### src/rtl/assert_macros.svh
// concurrent assertion helpers, sampled on clk_i and disabled while rst_ni is low
`ifndef ASSERT_MACROS_SVH
`define ASSERT_MACROS_SVH

`define ASSERT_ALWAYS(name, cond, msg) \
  name: assert property (@(posedge clk_i) disable iff (!rst_ni) (cond)) else $error(msg);

`define ASSERT_IMPLIES(name, pre, post, msg) \
  name: assert property (@(posedge clk_i) disable iff (!rst_ni) (pre) |-> (post)) \
    else $error(msg);

`define ASSERT_NEXT(name, pre, post, msg) \
  name: assert property (@(posedge clk_i) disable iff (!rst_ni) (pre) |=> (post)) \
    else $error(msg);

`endif

### src/rtl/ffba_pkg.sv
`default_nettype none

package ffba_pkg;

  localparam int MAX_BLOCKS   = 256;
  localparam int HEADER_BYTES = 8;
  localparam int GAP_BYTES    = 4;

  localparam int IDX_W = $clog2(MAX_BLOCKS);
  localparam int CNT_W = $clog2(MAX_BLOCKS + 1);
  localparam int DW    = 32;
  localparam int ENT_W = DW + 1;

  localparam logic [1:0] ST_OK      = 2'd0;
  localparam logic [1:0] ST_ZERO    = 2'd1;
  localparam logic [1:0] ST_FULL    = 2'd2;
  localparam logic [1:0] ST_UNKNOWN = 2'd3;

  localparam logic REQ_ALLOC = 1'b0;
  localparam logic REQ_FREE  = 1'b1;

  localparam logic CFG_HEAP_START = 1'b0;
  localparam logic CFG_HEAP_LIMIT = 1'b1;

  typedef struct packed {
    logic          hit;
    logic [DW-1:0] next_off;
  } ffba_match_t;

endpackage

`default_nettype wire

### src/rtl/ffba_match.sv
`default_nettype none

module ffba_match (
  input  logic                  req_type_i,
  input  logic [ffba_pkg::DW-1:0] req_size_i,
  input  logic [ffba_pkg::DW-1:0] req_addr_i,
  input  logic [ffba_pkg::DW-1:0] heap_start_i,
  input  logic [ffba_pkg::DW-1:0] off_i,
  input  logic [ffba_pkg::DW-1:0] len_i,
  input  logic                  taken_i,
  output ffba_pkg::ffba_match_t   match_o
);
  import ffba_pkg::*;

  logic [DW-1:0] payload;

  assign payload = heap_start_i + off_i + DW'(HEADER_BYTES);

  always_comb begin
    match_o.next_off = off_i + len_i + DW'(HEADER_BYTES + GAP_BYTES);
    if (req_type_i == REQ_FREE) begin
      match_o.hit = taken_i && (payload == req_addr_i);
    end else begin
      match_o.hit = !taken_i && (len_i >= req_size_i);
    end
  end

endmodule

`default_nettype wire

### config.mk
export PLATFORM = sky130hd
export DESIGN_NAME = ffba_match
export DESIGN_NICKNAME = d
export VERILOG_FILES = /design/src/rtl/assert_macros.svh /design/src/rtl/ffba_pkg.sv /design/src/rtl/ffba_match.sv
export SDC_FILE = /design/constraint.sdc
export NUM_CORES = 1
export LEC_CHECK = 0
export ABC_AREA = 1
export BUFFER_PORTS_ARGS = -buffer_cell sky130_fd_sc_hd__buf_2
export CORE_MARGIN = 10
export CORE_UTILIZATION = 35
export DETAILED_ROUTE_END_ITERATION = 16
export PLACE_DENSITY_LB_ADDON = 0.08
export SYNTH_ARGS = -nofsm -noshare
export SYNTH_HDL_FRONTEND = slang
export SYNTH_SLANG_ARGS = --single-unit
### constraint.sdc
create_clock -name vclk -period 3.7
set_input_delay 0.37 -clock vclk [all_inputs]
set_output_delay 0.37 -clock vclk [all_outputs]
set_load 0.05 [all_outputs]
Word-level counts from Yosys, hierarchy flattened
Index checks and enable logic that the tools add are counted.
W data, S select, Z words.
- equal/unequal tests: 1
- mux-type cells: 1
- magnitude comparators: 1
- add/sub/neg operators: 4
- reductions and logical operators: 3
- operator list (kind ; number):
    $add A32 B32 Y32 ; 2
    $add A32 B4 Y32 const B ; 2
    $eq A32 B32 Y1 ; 1
    $ge A32 B32 Y1 ; 1
    $logic_and A1 B1 Y1 ; 2
    $logic_not A1 Y1 ; 1
    $mux W1 ; 1
- register bits: 0
- input bits: 162

Logic depth before layout (Yosys ltp)
Gate-level depths: netlist of run 1.
- depth in word-level cells: 5
- gate-level depth with buffers: 21
- mapped depth without buffers: 21

Worst setup path after synthesis of run 1
OpenSTA, ideal clock, no wires.
- path kind: input to output
- start: input off_i[1] (netlist name)
- end: output match_o[31] (netlist name)
- arrival: 2937 ps
- path slack: 393 ps
- required time: 3330 ps
- cell stages on the path: 15
- path buffers: 0
- cells stage by stage: ha_1 ha_1 fa_1 nand3_1 nand2_1 nand3_1 nand2_1 nand3_1 nand2_2 nand3_1 nand3_1 nand2_1 nand2_1 a21oi_1 xor2_1
- RTL lines (what ; line ; source):
    from (decl) ; ffba_match.sv:8 ; input logic [ffba_pkg::DW-1:0] off_i,
    to (decl) ; ffba_match.sv:11 ; output ffba_pkg::ffba_match_t match_o

==> results of run 1 <==
-- cells in the mapped netlist, types with 10 or more instances --
| master | count | area (um2) |
|---|---|---|
| a21oi_1 | 73 | 365 |
| ha_1 | 154 | 1930 |
| inv_1 | 194 | 728 |
| nand2_1 | 330 | 1240 |
| nand2_2 | 17 | 106 |
| nand3_1 | 58 | 290 |
| nand3b_1 | 10 | 75.1 |
| nand4_1 | 13 | 81.3 |
| nor2_1 | 70 | 263 |
| o21ai_0 | 17 | 85.1 |
| xnor2_1 | 16 | 140 |
| xor2_1 | 35 | 307 |
-- layout make-up --
class,count,share of cell area [%]
antenna,3,0.100
timing repair buffer,199,13.5
multi-input combinational,861,72.7
tap,225,3.77
inverter,196,9.84
-- layer usage --
layer / track usage, % / share of wire (%)
met5: 0 / 0.056
met4: 1.04 / 0.54
met3: 3.25 / 6.0
met2: 30.8 / 47
met1: 22.2 / 46
-- power by group through the flow --
stage	clock, mW	sequential (mW)	combinational (mW)
finish	0.000000108	0	1.76
global route	0.0000000361	0	1.97
CTS	0	0	1.78
detailed placement	0	0	1.76
global placement	0	0	1.77
floorplan	0	0	1.29
-- repair_timing --
action,in CTS,in global routing
hold buffers,0,0
setup endpoints to repair,0,1
gates resized for setup,0,8
-- how the worst max path moves through the flow --
| stage | start | to | slack (ns) |
|---|---|---|---|
| 2_1_floorplan | off_i[1] | match_o[31] | 0.39 |
| 5_1_grt | off_i[1] | match_o[32] | 0.01 |
| 3_3_place_gp | off_i[9] | match_o[32] | 0.1 |
| 6_report | off_i[1] | match_o[31] | 0.24 |
| 4_1_cts | off_i[9] | match_o[32] | 0.10 |
| 3_5_place_dp | off_i[9] | match_o[32] | 0.12 |
-- logic make-up (layout without fill, tap and decap cells) --
kind of cell | after synthesis | count (layout) | synth area share, %
fa+ha+maj | 156 | 156 | 31.9
simple gates | 530 | 530 | 36.9
compound gates | 123 | 123 | 11.5
other cells | 0 | 3 | 0
buf+inv | 197 | 395 | 12.1
xor+xnor | 52 | 52 | 7.62
-- worst max-delay path: stages --
cell     delay, ns
buf_2         0.11
ha_1          0.28
ha_1          0.23
fa_1          0.41
nand3_1       0.09
nand2_1       0.09
nand3_1       0.07
nand2_1       0.13
nand3_1       0.12
nand2_2       0.09
nand3_1       0.09
nand3_1       0.19
nand2_1       0.12
nand2_1       0.08
a21oi_1       0.18
xor2_1        0.15
buf_2         0.27
==> flow_metrics.py, run 1 <==
metrics = {
    "run_status": {
        "status": "finished, final reports clean",
    },
    "drt": {
        "routed_wl_um": 21500,
        "detail_route.wl_per_cell_um": 14.5,
        "route.vias.total": 7069,
        "ant_nets": 0,
        "dr.pass1.iters": 5,
        "drc": 0,
        "viasPerCell": 4.76,
        "drtIter0Drc": 290,
    },
    "pwr": {
        "power_frac_seq_pct": 0,
        "switchingPower_mw": 1.19,
        "power.leakage_nw": 4.72,
        "internal_power_uw": 570,
        "pwr-share-comb_pct": 100.0,
        "power_frac_clock_pct": 0,
        "swShare_pct": 67.7,
        "p_total_mw": 1.76,
        "power_density_nw_per_um2": 236,
        "ir_drop_mv": 0.184,
    },
    "grt": {
        "grt_max_degree": 9,
        "grt_util_all_layers_pct": 17.4,
        "grt_overflow": 0,
        "antenna_found_initial": 3,
        "grt_pass1_vias": 7044,
        "grt_first_pass_wirelength_um": 34600,
    },
    "synthesis": {
        "synth_nets": 1376,
        "yosysWarnings": 0,
        "synth_cell_types": 40,
        "mappedNetlistArea_um2": 6170,
        "synth_seq_area_share_pct": 0,
        "syn_inst": 1058,
        "syn_avg_cell_area_um2": 5.83,
    },
    "die": {
        "die_w_um": 153,
        "core_area_um2": 17300,
        "fp.dieH_um": 153,
        "start_util_pct": 35.7,
        "die_area_um2": 23300,
        "row_count": 48,
        "ioPinCount": 195,
    },
    "layout": {
        "regArea_um2": 0,
        "multi_input_area_um2": 5440,
        "layout_common_cells": "329 x nand2_1, 194 x inv_1, 194 x buf_2, 154 x ha_1, 73 x a21oi_1",
        "fin_util_pct": 43.2,
        "final_common_cell": "nand2_1",
        "drive_gt1_share_pct": 19.5,
        "design.seq.count": 0,
        "fin_area_um2": 7470,
        "nClkBuffers": 0,
        "nNetsFinal": 1576,
        "fill_cells": 1965,
        "syn_to_final_growth_pct": 21.1,
        "layout.cells.non_filler": 1484,
    },
    "sta": {
        "fin_tns_setup_ns": 0,
        "period_share_pct": 93.5,
        "finalHoldViolations": 0,
        "slew_headroom_pct": 50.7,
        "tightest_slew_ns": 0.739,
        "holdWs_ns": 1.15,
        "finalWorstSetupSlack_ns": 0.241,
        "slew_violations": 0,
        "fin_crit_ns": 3.46,
        "grt_setup_unrepaired": "no",
        "setup_viol": 0,
        "fmax_mhz": 289,
    },
    "critical_path": {
        "critPathCaptureType": "output pin",
        "cp.arrival_ns": 3.09,
        "cp-start-kind": "input pin",
        "criticalPathCategory": "in -> out",
        "critical_path.max_fanout": 4,
        "worstPathRequired_ns": 3.33,
    },
    "worst_hold_path": {
        "hp-class": "in -> out",
        "hold_end": "match_o[32]",
        "hp-start": "req_type_i",
        "min_path_cells": 5,
    },
    "placement": {
        "place_ws_ns": 0.123,
        "dpl.hpwl_um": 20200,
        "port_buffers": 195,
        "routabilityCongestion": 0.921,
        "place_area_um2": 7450,
        "place_inst": 1481,
    },
    "clock_tree": {
        "cts_setup_buffers": 0,
    },
    "job": {
        "max_cap_viol_count": 0,
    },
}
Note: power is estimated with default switching activity, not from simulation.
==> run 2, diff against run 1 <==
--- a/config.mk
+++ b/config.mk
@@ -5,10 +5,11 @@
 export SDC_FILE = /design/constraint.sdc
 export NUM_CORES = 1
 export LEC_CHECK = 0
-export ABC_AREA = 1
 export BUFFER_PORTS_ARGS = -buffer_cell sky130_fd_sc_hd__buf_2
+export CELL_PAD_IN_SITES_DETAIL_PLACEMENT = 0
+export CELL_PAD_IN_SITES_GLOBAL_PLACEMENT = 2
 export CORE_MARGIN = 10
-export CORE_UTILIZATION = 35
+export CORE_UTILIZATION = 31
 export DETAILED_ROUTE_END_ITERATION = 16
 export PLACE_DENSITY_LB_ADDON = 0.08
 export SYNTH_ARGS = -nofsm -noshare
==> constraint.sdc (replaced) <==
create_clock -name vclk -period 3.7
set_input_delay 0.74 -clock vclk [all_inputs]
set_output_delay 0.74 -clock vclk [all_outputs]
set_load 0.05 [all_outputs]
==> run 2 against run 1 <==
  * The run now ends with negative setup slack left
  * Sequential share of layout area stayed put
  * Worst hold slack better by 0.80 ns
  * Fmax is 26% lower
  * Worst setup slack worse by 1.2 ns
  * Synthesized cell count is 31% lower
  * Area after synthesis is 13% lower
  * Combinational power is 51% higher
  * Via count is 1.1% higher
  * Core utilization is 14 points higher
  * First-iteration DRC count is 26% lower
  * Critical path type unchanged
  * Critical path depth is 4 lower
  * Count of clock-buffer cells in the layout stayed put
==> flow_metrics.py, run 2 <==
metrics = {
    "critical_path": {
        "worstPathRequired_ns": 2.96,
        "crit_family": "simple AND/OR/NAND/NOR gates",
        "critical_path.max_fanout": 2,
        "crit_buf_inv": 2,
        "cpPeakStageDelay_ns": 0.49,
        "criticalPathCategory": "in -> out",
        "critPathCaptureType": "output pin",
        "cp_slowest_cell": "a222oi_1",
        "cp-start-kind": "input pin",
        "cp_cell_sequence": "buf_2 > ha_1 > ha_1 > a21o_1 > a222oi_1 > nand3_1 > or4_1 > nor4_1 > nand3_1 > nor4_2 > nand4_1 > o41ai_4 > buf_6",
        "cp.depth": 13,
        "cp.arrival_ns": 3.94,
    },
    "synthesis": {
        "synth_fa_ha_area_share_pct": 36.4,
        "synth-xor-area-share_pct": 11.6,
        "synth_simple_gate_area_share_pct": 16.3,
        "synth_mux_area_share_pct": 0.927,
        "synth_nets": 1045,
        "yosysMostFrequentCell": "ha_1",
        "synth_compound_area_share_pct": 28.7,
        "syn_inst": 727,
        "synthTopCellsByArea": "ha_1 36%, xnor2_1 8.4%, a21oi_1 6.5%",
        "synth_seq_area_share_pct": 0,
        "yosysWarnings": 0,
        "synth_top_family_by_area": "adder cells",
        "netlist.top_cell.by_area": "ha_1",
        "synth_cell_types": 66,
        "synth_top_area_share_pct": 35.7,
        "synth_common_cells": "154 x ha_1, 70 x a21oi_1, 61 x inv_1",
        "syn_avg_cell_area_um2": 7.43,
        "mappedNetlistArea_um2": 5400,
    },
    "pwr": {
        "power_density_nw_per_um2": 268,
        "p_total_mw": 2.65,
        "power_frac_clock_pct": 0,
        "swShare_pct": 53.5,
        "switchingPower_mw": 1.41,
        "power.leakage_nw": 5.10,
        "internal_power_mw": 1.23,
        "ir_drop_mv": 0.222,
        "power_frac_seq_pct": 0,
        "pwr-share-comb_pct": 100.0,
    },
    "drt": {
        "viasPerCell": 5.10,
        "dr.pass1.iters": 5,
        "route.vias.total": 7149,
        "ant_nets": 0,
        "drtIter0Drc": 214,
        "detail_route.wl_per_cell_um": 17.8,
        "routed_wl_um": 25000,
        "drc": 0,
    },
    "die": {
        "fp.dieH_um": 152,
        "ioPinCount": 195,
        "row_count": 48,
        "core_area_um2": 17200,
        "start_util_pct": 31.4,
        "die_area_um2": 23100,
        "die_w_um": 152,
    },
    "grt": {
        "grt_util_met3_pct": 3.44,
        "antenna_found_initial": 5,
        "grt_pass1_vias": 7761,
        "grt_first_pass_wirelength_um": 39600,
        "grt_overflow": 0,
        "grt_max_degree": 10,
        "grt_util_all_layers_pct": 20.1,
        "grt_use_met2_pct": 38.2,
        "use_met1_pct": 23.0,
        "top_usage_layer": "met2",
    },
    "layout": {
        "fill_cells": 1635,
        "nClkBuffers": 0,
        "final_common_cell": "buf_4",
        "drive_gt1_share_pct": 50.5,
        "multi_input_area_um2": 6080,
        "fin_area_um2": 9860,
        "layout_common_cells": "252 x buf_4, 165 x buf_2, 128 x ha_1, 55 x inv_1",
        "regArea_um2": 0,
        "design.seq.count": 0,
        "nNetsFinal": 1493,
        "syn_to_final_growth_pct": 82.6,
    },
    "placement": {
        "routabilityCongestion": 0.951,
        "place_area_um2": 8940,
        "dpl.hpwl_um": 21800,
        "port_buffers": 195,
    },
    "sta": {
        "slew_violations": 0,
        "finalWorstSetupSlack_ns": -0.979,
        "setup_viol": 23,
        "tightest_slew_ns": 0.508,
        "fmax_mhz": 214,
        "period_share_pct": 126,
        "slew_headroom_pct": 65.8,
        "finalHoldViolations": 0,
        "fin_crit_ns": 4.68,
        "holdWs_ns": 1.95,
        "grt_setup_unrepaired": "yes",
    },
    "worst_hold_path": {
        "hp-class": "in -> out",
        "min_path_cells": 3,
    },
    "job": {
        "max_cap_viol_count": 0,
    },
    "run_status": {
        "failed_checks": "negative setup slack",
        "status": "finished, violations left",
    },
    "clock_tree": {
        "cts_hold_buf": 0,
    },
}
## run 2: cell count changes in the layout (fill, tap and decap cells not counted), sizes merged, moves of 6 or more
| cell | previous run | this run |
|---|---|---|
| o21ai | 23 | 46 |
| nand2b | 0 | 6 |
| o21a | 1 | 10 |
| o2111ai | 0 | 6 |
| nand2 | 347 | 56 |
| nand3b | 11 | 0 |
| inv | 194 | 61 |
| buf | 199 | 462 |
| xnor2 | 16 | 53 |
| nor2 | 79 | 45 |
| xor2 | 35 | 17 |
| a21o | 6 | 34 |
| nand3 | 62 | 18 |
| a211oi | 0 | 12 |
## run 2: per-stage QoR
step / utilization (%) / TNS, ns / worst slack [ns] / std cells
6_report: 57.4 / -8.85 / -0.979 / 1402
5_1_grt: 57.4 / -11.43 / -1.13 / 1400
4_1_cts: 56.3 / -10.90 / -0.943 / 1404
3_5_place_dp: 52.0 / -13.21 / -1.27 / 1379
3_3_place_gp: 52.0 / -13.13 / -1.26 / 1379
2_1_floorplan: - / -2.29 / -0.826 / 727
## run 2: routing by layer
metal	share of wire [%]	wire, um	vias to the layer above
met4	1.9	473	0
met3	5.7	1420	26
li1	-	-	3617
met5	0	0	-
met1	41	10200	3289
met2	51	12900	217
## run 2: layout make-up
type                       count  share of cell area (%)
antenna                        4                   0.102
inverter                      61                    2.47
multi-input combinational    650                    61.7
tap                          225                    2.85
timing repair buffer         462                    32.9
## run 2: cell families after synthesis
kind of cell / count (synthesis)
multiplexers: 5
AND/OR/NAND/NOR: 183
adder cells (fa/ha/maj): 156
buffers and inverters: 77
AO/OA/AOI/OAI: 236
XOR/XNOR: 70
## run 2: power by group through the flow
stage	Combinational [mW]	Clock, mW	Sequential (mW)
final	2.65	0.000000145	0
after global routing	2.85	0.0000000723	0
after global placement	2.28	0	0
after detailed placement	2.31	0	0
after floorplan	1.43	0	0
after CTS	2.56	0	0
## run 2: timing repair
item / in CTS / in global routing
setup endpoints to repair: 24 / 27
buffers inserted: 31 / 10
resized for setup: 124 / 55
pin swaps: 60 / 36
## run 2: worst paths after layout
check,startpoint,end
max,off_i[9],match_o[32]
min,len_i[0],match_o[0]
